--- src/hw/rtl/hbs_pkg.sv ---
// ----------------------------------------------------------------------------
// hbs_pkg: shared types and constants of the heightmap barycentric sampler
// grid geometry, fixed-point widths, register indexes and the command record
// that travels from the front end to the back end
// ----------------------------------------------------------------------------
`default_nettype none

package hbs_pkg;

    // grid geometry (power-of-two sides, banked by x and z parity)
    localparam int MAX_GRID_W  = 64;
    localparam int MAX_GRID_H  = 64;
    localparam int FRAC_BITS   = 8;
    localparam int XW          = $clog2(MAX_GRID_W);
    localparam int ZW          = $clog2(MAX_GRID_H);
    localparam int STORE_DEPTH = MAX_GRID_W * MAX_GRID_H;
    localparam int NUM_BANKS   = 4;
    localparam int BANK_AW     = (XW - 1) + (ZW - 1);
    localparam int BANK_DEPTH  = 1 << BANK_AW;

    // field widths
    localparam int IDX_W    = 12;
    localparam int SAMPLE_W = 16;
    localparam int COORD_W  = 20;
    localparam int TX_W     = COORD_W + 1;
    localparam int GX_W     = TX_W - 1 - FRAC_BITS;
    localparam int DIM_W    = 7;
    localparam int SCALE_W  = 16;
    localparam int HGT_W    = 16;
    localparam int WGT_W    = FRAC_BITS + 1;
    localparam int PROD_W   = WGT_W + 1 + HGT_W;
    localparam int ACC_W    = PROD_W + 2;
    localparam int CFG_IDX_W  = 3;
    localparam int CFG_DATA_W = 20;

    // stream packing
    localparam int IN_TDATA_W  = 72;
    localparam int OUT_TDATA_W = 16;

    // command queue
    localparam int FIFO_DEPTH = 4;
    localparam int FIFO_PW    = $clog2(FIFO_DEPTH);

    // register reset values
    localparam logic [DIM_W-1:0]   GRID_W_RST = 7'd64;
    localparam logic [DIM_W-1:0]   GRID_H_RST = 7'd64;
    localparam logic [SCALE_W-1:0] SCALE_RST  = 16'd6554;

    typedef enum logic {
        OP_LOAD  = 1'b0,
        OP_QUERY = 1'b1
    } t_opcode;

    typedef enum logic [CFG_IDX_W-1:0] {
        CFG_ORIGIN_X      = 3'd0,
        CFG_ORIGIN_Z      = 3'd1,
        CFG_GRID_WIDTH    = 3'd2,
        CFG_GRID_HEIGHT   = 3'd3,
        CFG_HEIGHT_SCALE  = 3'd4,
        CFG_HEIGHT_OFFSET = 3'd5
    } t_cfg_idx;

    typedef struct packed {
        logic signed [COORD_W-1:0] origin_x;
        logic signed [COORD_W-1:0] origin_z;
        logic [DIM_W-1:0]          grid_width;
        logic [DIM_W-1:0]          grid_height;
        logic [SCALE_W-1:0]        height_scale;
        logic signed [HGT_W-1:0]   height_offset;
    } t_cfg;

    // one classified item; x/z are the cell for a query or the load address
    typedef struct packed {
        logic                is_query;
        logic                in_range;
        logic                upper;
        logic                wr_ok;
        logic [XW-1:0]       x;
        logic [ZW-1:0]       z;
        logic [WGT_W-1:0]    wa;
        logic [WGT_W-1:0]    wb;
        logic [WGT_W-1:0]    wc;
        logic [SAMPLE_W-1:0] scaled;
    } t_cmd;

endpackage

`default_nettype wire

--- src/hw/rtl/hbs_front.sv ---
// ----------------------------------------------------------------------------
// hbs_front: item classifier
// decodes an incoming transaction into a command: loads get their scaled
// sample and address, queries get their cell, range flag, triangle and weights
// ----------------------------------------------------------------------------
`default_nettype none

module hbs_front
    import hbs_pkg::*;
(
    input  wire t_cfg                  i_cfg,
    input  wire                        i_opcode,
    input  wire [IDX_W-1:0]            i_cell_index,
    input  wire [SAMPLE_W-1:0]         i_sample,
    input  wire signed [COORD_W-1:0]   i_query_x,
    input  wire signed [COORD_W-1:0]   i_query_z,
    output t_cmd                       o_cmd
);

    localparam logic [WGT_W-1:0] ONE = WGT_W'(1 << FRAC_BITS);

    logic signed [TX_W-1:0] tx;
    logic signed [TX_W-1:0] tz;
    logic [GX_W-1:0]        gx;
    logic [GX_W-1:0]        gz;
    logic [DIM_W-1:0]       cx;
    logic [DIM_W-1:0]       cz;
    logic [WGT_W-1:0]       u;
    logic [WGT_W-1:0]       v;
    logic [WGT_W-1:0]       uv;
    logic                   upper;
    logic [2*SAMPLE_W:0]    prod;

    // number of usable cells along one side, clamped to the store
    function automatic logic [DIM_W-1:0] cells_along(input logic [DIM_W-1:0] n,
                                                     input logic [DIM_W-1:0] maxn);
        logic [DIM_W-1:0] m;
        m = (n > maxn) ? maxn : n;
        return (m < DIM_W'(2)) ? '0 : m - DIM_W'(1);
    endfunction

    // origin-relative coordinates and cell split
    always_comb begin
        tx = TX_W'(i_query_x) - TX_W'(i_cfg.origin_x);
        tz = TX_W'(i_query_z) - TX_W'(i_cfg.origin_z);
        gx = tx[TX_W-2:FRAC_BITS];
        gz = tz[TX_W-2:FRAC_BITS];
        u  = {1'b0, tx[FRAC_BITS-1:0]};
        v  = {1'b0, tz[FRAC_BITS-1:0]};
        uv = u + v;
        upper = uv > ONE;
        cx = cells_along(i_cfg.grid_width, DIM_W'(MAX_GRID_W));
        cz = cells_along(i_cfg.grid_height, DIM_W'(MAX_GRID_H));
    end

    // scaled load sample, rounded half up to q8.8
    assign prod = (2*SAMPLE_W+1)'(i_sample) * (2*SAMPLE_W+1)'(i_cfg.height_scale)
                + (2*SAMPLE_W+1)'(1 << (SAMPLE_W - 1));

    // command build
    always_comb begin
        o_cmd = '0;
        if (t_opcode'(i_opcode) == OP_QUERY) begin
            o_cmd.is_query = 1'b1;
            o_cmd.in_range = !tx[TX_W-1] && !tz[TX_W-1]
                           && (gx < GX_W'(cx)) && (gz < GX_W'(cz));
            o_cmd.upper    = upper;
            o_cmd.x        = gx[XW-1:0];
            o_cmd.z        = gz[ZW-1:0];
            if (upper) begin
                o_cmd.wa = uv - ONE;
                o_cmd.wb = ONE - v;
                o_cmd.wc = ONE - u;
            end else begin
                o_cmd.wa = ONE - uv;
                o_cmd.wb = u;
                o_cmd.wc = v;
            end
        end else begin
            o_cmd.wr_ok  = {1'b0, i_cell_index} < (IDX_W+1)'(STORE_DEPTH);
            o_cmd.x      = i_cell_index[XW-1:0];
            o_cmd.z      = i_cell_index[XW+ZW-1:XW];
            o_cmd.scaled = prod[2*SAMPLE_W-1:SAMPLE_W];
        end
    end

endmodule

`default_nettype wire

--- config.mk ---
export PLATFORM = sky130hd
export DESIGN_NAME = hbs_front
export DESIGN_NICKNAME = d
export VERILOG_FILES = /design/src/hw/rtl/hbs_pkg.sv /design/src/hw/rtl/hbs_front.sv
export SDC_FILE = /design/constraint.sdc
export NUM_CORES = 1
export LEC_CHECK = 0
export BUFFER_PORTS_ARGS = -buffer_cell sky130_fd_sc_hd__clkbuf_2
export CAP_MARGIN = 20
export CORE_ASPECT_RATIO = 0.9
export CORE_MARGIN = 4
export CORE_UTILIZATION = 36
export DETAILED_ROUTE_END_ITERATION = 7
export SKIP_LAST_GASP = 1
export SLEW_MARGIN = 25
export SYNTH_ARGS = -nofsm -noshare
export SYNTH_HDL_FRONTEND = slang
export SYNTH_SLANG_ARGS = --single-unit
--- constraint.sdc ---
create_clock -name vclk -period 8.2
set_clock_uncertainty 0.15 [all_clocks]
set_input_delay 0.41 -clock vclk [all_inputs]
set_output_delay 0.41 -clock vclk [all_outputs]
set_load 0.03 [all_outputs]
==> results.txt <==
full die area -> 0.03633 mm²
largest net degree at the start of global routing -> 33
hold path depth -> 3
sum of buffers and inverters on the critical path -> 7
Period Utilization, post-route -> 0.9239
RSZ-0062 raised after global routing -> false
sequential share of the synthesized area -> 0
Initial Util -> 0.3642
vias in the first global route -> 10,808
WP data required -> 7.64 ns
Ports -> 214
final hold vios -> 0
# hold bufs at CTS -> 0
P_sw -> 3.208 mW
final cell count without fillers -> 2,095
CP max stage delay -> 0.58 ns
drt wl/cell -> 15.45 µm
all-layer global routing usage -> 0.1775
DRC viols -> 0
Setup Buffers After CTS -> 0
sequential power share -> 0
via count -> 10,575
Pwr per Cell Area -> 382.1 mW/mm²
Final Max Tran Viols -> 0
Crit path depth -> 24
register area -> 0 µm²
Ys Warns -> 0
most numerous cell in the Yosys netlist -> inv_1
IO Port Bufs -> 198
actual slew at the worst max-slew pin -> 0.9025 ns
fin area -> 0.01345 mm²
most used cell, CP -> fa_1
via/cell ratio -> 5.048
maximum clock frequency -> 132.0 MHz
CP Class -> in2out
slowest CP cell -> o311ai_1
post-layout net count -> 2,204
synth unique cells -> 69
combinational share of power -> 1.000
synthesized area per cell -> 7.980 µm²
Antenna Cells -> 0
clkbuf count -> 0
Worst Setup SP -> i_sample[4]
Placed Cells incl. Taps -> 2,095
max_slew headroom -> 0.3946
Crit Path Max Fanout -> 16
Die W -> 200.5 µm
Final setup viols -> 0
initial antenna violation count -> 0
cell taking the most area after synthesis -> fa_1
final RePlAce weighted congestion -> 0.8938
Synth top area share -> 0.3269
outcome -> finished, final reports clean
std cell rows -> 63
crit path to -> o_cmd[12]
first-pass GRT wire length -> 54.52 mm
drt first pass iters -> 5
Mapped Nets -> 2,033
setup TNS -> 0 ns
Seq cells -> 0
Worst VDD drop -> 0.5675 mV
CTS resizes -> 0
Area Growth Syn to Fin -> 12.03%
post-synthesis cell count -> 1,504
commonest cells in the netlist -> 317 x inv_1, 196 x fa_1, 183 x nand2_1
Routed Antenna Nets -> 0
sw frac -> 0.6244
Cell Chain, Critical Path -> clkbuf_2, and2_1, fa_1, inv_1, fa_1, inv_1, fa_1, fa_1, fa_1, inv_1, fa_1, inv_1, ha_1, nand4_1, a211oi_1, o21ai_1, a311oi_1, buf_4, nor2_1, o311ai_1, a21oi_1, xor2_1, nor2_1, clkbuf_2
Mapped Area -> 0.01200 mm²
Final min period -> 7.576 ns
HPWL after DPL -> 27.91 mm
core area -> 0.03295 mm²
crit end category -> primary output
WL final -> 32.36 mm
Hold WS -> 1.061 ns
Pint -> 1.929 mW
Worst Path Arrival -> 7.02 ns
Clk pwr share -> 0
Worst Hold Class -> in2out
number of max-cap violations -> 0
leakage -> 7.235 nW
Cell Area, Placed -> 0.01345 mm²
ranking of synthesized cells by area -> fa_1 33%, ha_1 19%, inv_1 9.9%
Worst setup SP type -> input port
total congestion overflow -> 0
Largest delay share family, worst path -> adder cells
Die Ht -> 181.2 µm
initial DRC count -> 470
fraction of layout cells with a size suffix above 1 -> 0.1423
[layer usage]
| layer | routed length (µm) | share of wire | vias up | track usage |
|---|---|---|---|---|
| met5 | 0 | 0 | - | 0 |
| met2 | 15740 | 0.49 | 233 | 0.3085 |
| met1 | 14560 | 0.45 | 5193 | 0.2461 |
| met3 | 1354 | 0.042 | 36 | 0.01220 |
| li1 | - | - | 5113 | - |
| met4 | 714 | 0.022 | 0 | 0.03468 |
[area by class of cell]
cell class                 count  area [µm²]
fill                        3410       19500
tap                          422       528.0
multi-input combinational   1141       10610
timing repair buffer         214        1111
inverter                     318        1194
[worst min path at each step]
stage | from | end
floorplan | i_opcode | o_cmd[58]
global placement | i_cell_index[7] | o_cmd[44]
detailed placement | i_cell_index[9] | o_cmd[46]
CTS | i_cell_index[9] | o_cmd[46]
global route | i_cell_index[9] | o_cmd[46]
finish | i_cell_index[9] | o_cmd[46]
[metrics by stage]
step	utilization	power [mW]	setup WS, ns
2_1_floorplan	-	3.764	1.359
5_1_grt	0.4081	5.845	0.1174
4_1_cts	0.4081	5.238	0.5870
3_3_place_gp	0.4081	5.152	0.7338
3_5_place_dp	0.4081	5.189	0.6395
6_report	0.4081	5.137	0.6238
[layout by cell type (no fill, tap or decap), types with 17 or more instances in the layout]
cell / n
nand2_1: 183
nor2_1: 72
fa_1: 196
ha_1: 178
o21ai_0: 48
a21oi_1: 55
clkbuf_2: 198
xor2_1: 28
a21o_1: 22
and2_1: 118
xnor2_1: 37
inv_1: 317
nand3_1: 17
[logic make-up (layout without fill, tap and decap cells)]
group,count (synthesis),after routing,synth area share
AND/OR/NAND/NOR,465,465,0.1886
adder cells (fa/ha/maj),374,374,0.5125
buffers and inverters,363,532,0.1157
AO/OA/AOI/OAI,218,218,0.1184
XOR/XNOR,65,65,0.04744
multiplexers,19,19,0.01731
[power by group through the flow]
stage	registers, mW	clock network (mW)	logic [mW]
2_1_floorplan	0	0	3.76
5_1_grt	0	0	5.84
3_3_place_gp	0	0	5.15
6_report	0	0	5.14
3_5_place_dp	0	0	5.19
4_1_cts	0	0	5.24
No activity file was read; power rests on OpenSTA's default activity.
