### src/hw/rtl/hbs_pkg.sv
// ----------------------------------------------------------------------------
// hbs_pkg: shared types and constants of the heightmap barycentric sampler
// grid geometry, fixed-point widths, register indexes and the command record
// that travels from the front end to the back end
// ----------------------------------------------------------------------------
`default_nettype none

package hbs_pkg;

    // grid geometry (power-of-two sides, banked by x and z parity)
    localparam int MAX_GRID_W  = 64;
    localparam int MAX_GRID_H  = 64;
    localparam int FRAC_BITS   = 8;
    localparam int XW          = $clog2(MAX_GRID_W);
    localparam int ZW          = $clog2(MAX_GRID_H);
    localparam int STORE_DEPTH = MAX_GRID_W * MAX_GRID_H;
    localparam int NUM_BANKS   = 4;
    localparam int BANK_AW     = (XW - 1) + (ZW - 1);
    localparam int BANK_DEPTH  = 1 << BANK_AW;

    // field widths
    localparam int IDX_W    = 12;
    localparam int SAMPLE_W = 16;
    localparam int COORD_W  = 20;
    localparam int TX_W     = COORD_W + 1;
    localparam int GX_W     = TX_W - 1 - FRAC_BITS;
    localparam int DIM_W    = 7;
    localparam int SCALE_W  = 16;
    localparam int HGT_W    = 16;
    localparam int WGT_W    = FRAC_BITS + 1;
    localparam int PROD_W   = WGT_W + 1 + HGT_W;
    localparam int ACC_W    = PROD_W + 2;
    localparam int CFG_IDX_W  = 3;
    localparam int CFG_DATA_W = 20;

    // stream packing
    localparam int IN_TDATA_W  = 72;
    localparam int OUT_TDATA_W = 16;

    // command queue
    localparam int FIFO_DEPTH = 4;
    localparam int FIFO_PW    = $clog2(FIFO_DEPTH);

    // register reset values
    localparam logic [DIM_W-1:0]   GRID_W_RST = 7'd64;
    localparam logic [DIM_W-1:0]   GRID_H_RST = 7'd64;
    localparam logic [SCALE_W-1:0] SCALE_RST  = 16'd6554;

    typedef enum logic {
        OP_LOAD  = 1'b0,
        OP_QUERY = 1'b1
    } t_opcode;

    typedef enum logic [CFG_IDX_W-1:0] {
        CFG_ORIGIN_X      = 3'd0,
        CFG_ORIGIN_Z      = 3'd1,
        CFG_GRID_WIDTH    = 3'd2,
        CFG_GRID_HEIGHT   = 3'd3,
        CFG_HEIGHT_SCALE  = 3'd4,
        CFG_HEIGHT_OFFSET = 3'd5
    } t_cfg_idx;

    typedef struct packed {
        logic signed [COORD_W-1:0] origin_x;
        logic signed [COORD_W-1:0] origin_z;
        logic [DIM_W-1:0]          grid_width;
        logic [DIM_W-1:0]          grid_height;
        logic [SCALE_W-1:0]        height_scale;
        logic signed [HGT_W-1:0]   height_offset;
    } t_cfg;

    // one classified item; x/z are the cell for a query or the load address
    typedef struct packed {
        logic                is_query;
        logic                in_range;
        logic                upper;
        logic                wr_ok;
        logic [XW-1:0]       x;
        logic [ZW-1:0]       z;
        logic [WGT_W-1:0]    wa;
        logic [WGT_W-1:0]    wb;
        logic [WGT_W-1:0]    wc;
        logic [SAMPLE_W-1:0] scaled;
    } t_cmd;

endpackage

`default_nettype wire

### src/hw/rtl/hbs_cmd_fifo.sv
// ----------------------------------------------------------------------------
// hbs_cmd_fifo: command queue
// short register queue between the classifier and the execution pipeline
// ----------------------------------------------------------------------------
`default_nettype none

module hbs_cmd_fifo
    import hbs_pkg::*;
(
    input  wire         i_clk,
    input  wire         i_rst_n,
    input  wire         i_push,
    input  wire t_cmd   i_data,
    output logic        o_full,
    input  wire         i_pop,
    output logic        o_valid,
    output t_cmd        o_data
);

    t_cmd                 r_mem [FIFO_DEPTH];
    logic [FIFO_PW-1:0]   r_wr_ptr, n_wr_ptr;
    logic [FIFO_PW-1:0]   r_rd_ptr, n_rd_ptr;
    logic [FIFO_PW:0]     r_count, n_count;

    // pointer and fill count update
    always_comb begin
        n_wr_ptr = i_push ? r_wr_ptr + FIFO_PW'(1) : r_wr_ptr;
        n_rd_ptr = i_pop  ? r_rd_ptr + FIFO_PW'(1) : r_rd_ptr;
        n_count  = r_count + (FIFO_PW+1)'(i_push) - (FIFO_PW+1)'(i_pop);
    end

    always_ff @(posedge i_clk) begin
        if (!i_rst_n) begin
            r_wr_ptr <= '0;
            r_rd_ptr <= '0;
            r_count  <= '0;
        end else begin
            r_wr_ptr <= n_wr_ptr;
            r_rd_ptr <= n_rd_ptr;
            r_count  <= n_count;
        end
    end

    // storage
    always_ff @(posedge i_clk) begin
        if (i_push) begin
            r_mem[r_wr_ptr] <= i_data;
        end
    end

    assign o_full  = r_count == (FIFO_PW+1)'(FIFO_DEPTH);
    assign o_valid = r_count != '0;
    assign o_data  = r_mem[r_rd_ptr];

endmodule

`default_nettype wire

### config.mk
export PLATFORM = sky130hd
export DESIGN_NAME = hbs_cmd_fifo
export DESIGN_NICKNAME = d
export VERILOG_FILES = /design/src/hw/rtl/hbs_pkg.sv /design/src/hw/rtl/hbs_cmd_fifo.sv
export SDC_FILE = /design/constraint.sdc
export NUM_CORES = 1
export LEC_CHECK = 0
export BUFFER_PORTS_ARGS = -buffer_cell sky130_fd_sc_hd__buf_4
export CORE_MARGIN = 2
export CORE_UTILIZATION = 57
export CTS_BUF_LIST = sky130_fd_sc_hd__clkbuf_16
export DETAILED_ROUTE_END_ITERATION = 10
export GPL_ROUTABILITY_DRIVEN = 1
export PLACE_DENSITY = 0.82
export REMOVE_ABC_BUFFERS = 1
export SLEW_MARGIN = 15
export SYNTH_ARGS = -nofsm -noshare
export SYNTH_HDL_FRONTEND = slang
export SYNTH_SLANG_ARGS = --single-unit
### constraint.sdc
create_clock -name i_clk -period 2.7 [get_ports i_clk]
set_input_delay 0.405 -clock i_clk [delete_from_list [all_inputs] [get_ports i_clk]]
set_output_delay 0.405 -clock i_clk [all_outputs]
set_load 0.01 [all_outputs]
==> tab_implementation.tex <==
\begin{tabular}{lr}
\hline
Metric & Value \\
\hline
\multicolumn{2}{l}{\textbf{STA}} \\
\quad Highest Clock Rate & 402 MHz \\
\quad Actual slew at the worst max-slew pin & 537 ps \\
\quad Number of max-slew violations in the final report & 0 \\
\quad WHS & 87.4 ps \\
\quad Minimum clock period after layout & 2490 ps \\
\quad Post-route setup slack & 211 ps \\
\quad Final Setup Violations & 0 \\
\quad Final cycle utilization of the critical path & 0.922 \\
\quad Number of hold violations in the final report & 0 \\
\quad Largest clock skew in the final design & 19.0 ps \\
\quad Relative slew margins & 0.642 \\
\quad RSZ-0062 raised after global routing & no \\
\multicolumn{2}{l}{\textbf{Setup path}} \\
\quad Worst reg2reg endpoint & r\_count[2] \\
\quad Capturing element type of the critical path & output pin \\
\quad Setup slack of the most critical reg-to-reg path & 930 ps \\
\quad Critical-path cell list & buf\_4 > mux4\_2 > buf\_4 \\
\quad Arrival time reported for the critical path endpoint & 2080 ps \\
\quad Family with the most delay on the worst path & multiplexers \\
\quad Critical path's slowest cell & sky130\_fd\_sc\_hd\_\_mux4\_2 \\
\quad Endpoint required time on the critical path & 2300 ps \\
\quad Critical-path maximum fanout & 14 \\
\quad Worst R2R Start & r\_count[0] \\
\quad End of the critical path & o\_data[35] \\
\quad Number of buffer and inverter stages on the critical path & 2 \\
\quad Most frequent CP cell & sky130\_fd\_sc\_hd\_\_buf\_4 \\
\quad Crit path kind & reg -> out \\
\quad Kind of launch point of the worst setup path & flip-flop \\
\quad R2r worst-path depth & 7 \\
\quad Count of cell instances traversed by the critical path & 3 \\
\quad Peak per-stage delay on the critical path & 550 ps \\
\multicolumn{2}{l}{\textbf{Floorplan}} \\
\quad Effective utilization at floorplan & 0.586 \\
\quad Floorplan row count & 45 \\
\quad Number of top-level pins & 124 \\
\quad Overall die width & 129 µm \\
\quad DIE AREA & 16,800 µm² \\
\quad Height of the die & 129 µm \\
\quad Area of the placeable core & 15,300 µm² \\
\multicolumn{2}{l}{\textbf{Yosys}} \\
\quad Register area share after synthesis & 0.810 \\
\quad Syn Inst Count & 352 \\
\quad Area share of the leading cell type in the synthesized netlist & 0.790 \\
\quad Mean instance size in the synthesized netlist & 25.5 µm² \\
\quad Number of enable-type register cells in the synthesized netlist & 236 \\
\quad Flops \& latches, synth & 245 \\
\quad Largest cells by area after synthesis & sky130\_fd\_sc\_hd\_\_edfxtp\_1, sky130\_fd\_sc\_hd\_\_mux4\_2, sky130\_fd\_sc\_hd\_\_dfxtp\_1 \\
\quad Synth async-reset ratio & 0 \\
\quad Most frequent cells after synthesis & sky130\_fd\_sc\_hd\_\_edfxtp\_1, sky130\_fd\_sc\_hd\_\_mux4\_2, sky130\_fd\_sc\_hd\_\_dfxtp\_1, sky130\_fd\_sc\_hd\_\_inv\_1 \\
\quad Cell with the most instances after synthesis & sky130\_fd\_sc\_hd\_\_edfxtp\_1 \\
\quad Count of unique library cells instantiated by Yosys & 21 \\
\quad Yosys warns & 0 \\
\quad Cell taking the most area after synthesis & sky130\_fd\_sc\_hd\_\_edfxtp\_1 \\
\quad Area of the mapped netlist & 8970 µm² \\
\quad Flip-flop cell with the highest count after synthesis & sky130\_fd\_sc\_hd\_\_edfxtp\_1 \\
\multicolumn{2}{l}{\textbf{Clock network}} \\
\quad Clk Latency, worst-skew pair & 520 ps \\
\quad Clock tree from TritonCTS & done \\
\quad Register clock-pin slew on the reported worst setup and hold paths & 60 ps \\
\quad Clock net sink count & 245 \\
\quad Number of gates resized after cts & 0 \\
\quad Hold buffers post-CTS & 0 \\
\quad CTS HTree Levels & 1 \\
\quad TritonCTS Buffers & 24 \\
\quad Master cell of the clock root buffer & sky130\_fd\_sc\_hd\_\_clkbuf\_16 \\
\quad Buffers from clock root to sink, at most & 3 \\
\quad Post-CTS setup buffers & 0 \\
\multicolumn{2}{l}{\textbf{Job}} \\
\quad Maximum capacitance violations & 0 \\
\multicolumn{2}{l}{\textbf{Routing}} \\
\quad Via density & 5.57 \\
\quad Number of detailed-route iterations in the first pass & 4 \\
\quad Routed length per placed instance & 21.6 µm \\
\quad Antenna Nets Post-Route & 0 \\
\quad Remaining routing DRC violations & 0 \\
\quad Routed via count & 4,036 \\
\quad DR iter-0 viols & 208 \\
\quad Final wirelength & 15.7 mm \\
\multicolumn{2}{l}{\textbf{Place}} \\
\quad GPL Wtd Cong & 0.701 \\
\quad Number of port buffers & 123 \\
\quad Total half-perimeter wirelength after legalization and detailed placement & 9.57 mm \\
\quad Dpl ws & 730 ps \\
\multicolumn{2}{l}{\textbf{Power and ir drop}} \\
\quad Clock network fraction of design power & 0.359 \\
\quad Fraction of power spent switching nets & 0.214 \\
\quad Proportion of power drawn by flip-flops and latches & 0.530 \\
\quad Cell internal pwr & 6.58 mW \\
\quad PwrDens & 764 nW/µm² \\
\quad Logic pwr share & 0.110 \\
\quad Largest vdd supply drop & 0.000637 V \\
\quad Total leakage power & 3.75 nW \\
\quad Net Switching & 1.79 mW \\
\multicolumn{2}{l}{\textbf{GRT}} \\
\quad Wire length of the first global-routing pass & 23.6 mm \\
\quad Initial antenna violation count & 0 \\
\quad Total track usage & 0.191 \\
\quad Via count of the first global-routing pass & 4,324 \\
\quad Pin count of the biggest net entering global routing & 34 \\
\quad Overall overflow remaining after global route & 0 \\
\multicolumn{2}{l}{\textbf{Cells and area}} \\
\quad Fraction of final layout cells with drive strength greater than 1 & 0.453 \\
\quad Post-layout net count & 568 \\
\quad Number of fill cells in the layout & 935 \\
\quad Area growth from synthesis to layout & 22.1\% \\
\quad Number of diodes & 0 \\
\multicolumn{2}{l}{\textbf{Hold path}} \\
\quad Worst min-delay path class & in -> reg \\
\quad Worst Hold Depth & 1 \\
\multicolumn{2}{l}{\textbf{Outcome}} \\
\quad Run status & finished clean \\
\hline
\end{tabular}
layout make-up:
cell class | instances | area, µm² | area share
clock buffer | 24 | 601 | 0.0548
timing repair buffer | 134 | 1090 | 0.0999
tap | 211 | 264 | 0.0241
inverter | 7 | 26.3 | 0.00240
multi-input combinational | 86 | 1580 | 0.144
sequential | 245 | 7270 | 0.664
clock inverter | 18 | 118 | 0.0107
placed cells by master, fill, tap and decap left out, drive strengths merged:
master    count
edfxtp      236
buf         134
mux4         59
clkbuf       24
clkinv       12
inv          11
dfxtp         9
ha            6
and2          6
nor2          5
xnor2         2
or3           1
and3          1
a21bo         1
nand3b        1
a21oi         1
mux2i         1
xor3          1
fa            1
clkinvlp      1
bufinv        1
registers in the layout, summed over array words and instances, names as in the netlist, named ones only:
| register | count |
|---|---|
| r_mem | 236 |
| r_wr_ptr | 2 |
| r_rd_ptr | 2 |
| r_count | 3 |
per-stage QoR:
step	setup TNS, ps	cells	utilization	power (mW)	cell area (µm²)
floorplan	-54210	338	-	4.98	8860
global placement	0	683	0.668	5.42	10200
detailed placement	0	683	0.668	5.46	10200
CTS	0	725	0.715	8.47	11000
global route	0	725	0.715	8.66	11000
finish	0	725	0.715	8.37	11000
power groups by stage:
| stage | clock [mW] | sequential [mW] | combinational (mW) |
|---|---|---|---|
| 2_1_floorplan | 0 | 4.54 | 0.441 |
| 4_1_cts | 3.08 | 4.44 | 0.942 |
| 5_1_grt | 3.21 | 4.46 | 0.995 |
| 6_report | 3.01 | 4.44 | 0.922 |
| 3_5_place_dp | 0 | 4.52 | 0.936 |
| 3_3_place_gp | 0 | 4.51 | 0.912 |
metal layers:
metal / vias to the layer above / GRT usage / routed length, µm
met4: 0 / 0.0531 / 274
met3: 22 / 0.0467 / 1070
li1: 1779 / - / -
met2: 149 / 0.324 / 8080
met5: - / 0 / 0
met1: 2086 / 0.251 / 6230
how the worst min path moves through the flow:
| stage | from | to | slack [ps] |
|---|---|---|---|
| after floorplan | r_rd_ptr[1] | flip-flop | 500 |
| after global placement | r_rd_ptr[1] | flip-flop | 510 |
| after detailed placement | r_rd_ptr[0] | flip-flop | 570 |
| after CTS | i_data[33] | r_mem[1][33] | 60 |
| after global routing | i_data[33] | r_mem[0][33] | 60 |
| final | i_data[26] | r_mem[0][26] | 90 |
cells by family (layout without fill, tap and decap cells):
kind of cell	count (synthesis)	in the layout	share of synthesized area
fa+ha+maj	7	7	0.0106
mux	60	60	0.149
flops	245	245	0.810
xor+xnor	3	3	0.00460
buf+inv	21	183	0.0153
simple gates	14	14	0.00851
compound gates	2	2	0.00167
(Power assumes the default switching activity.)
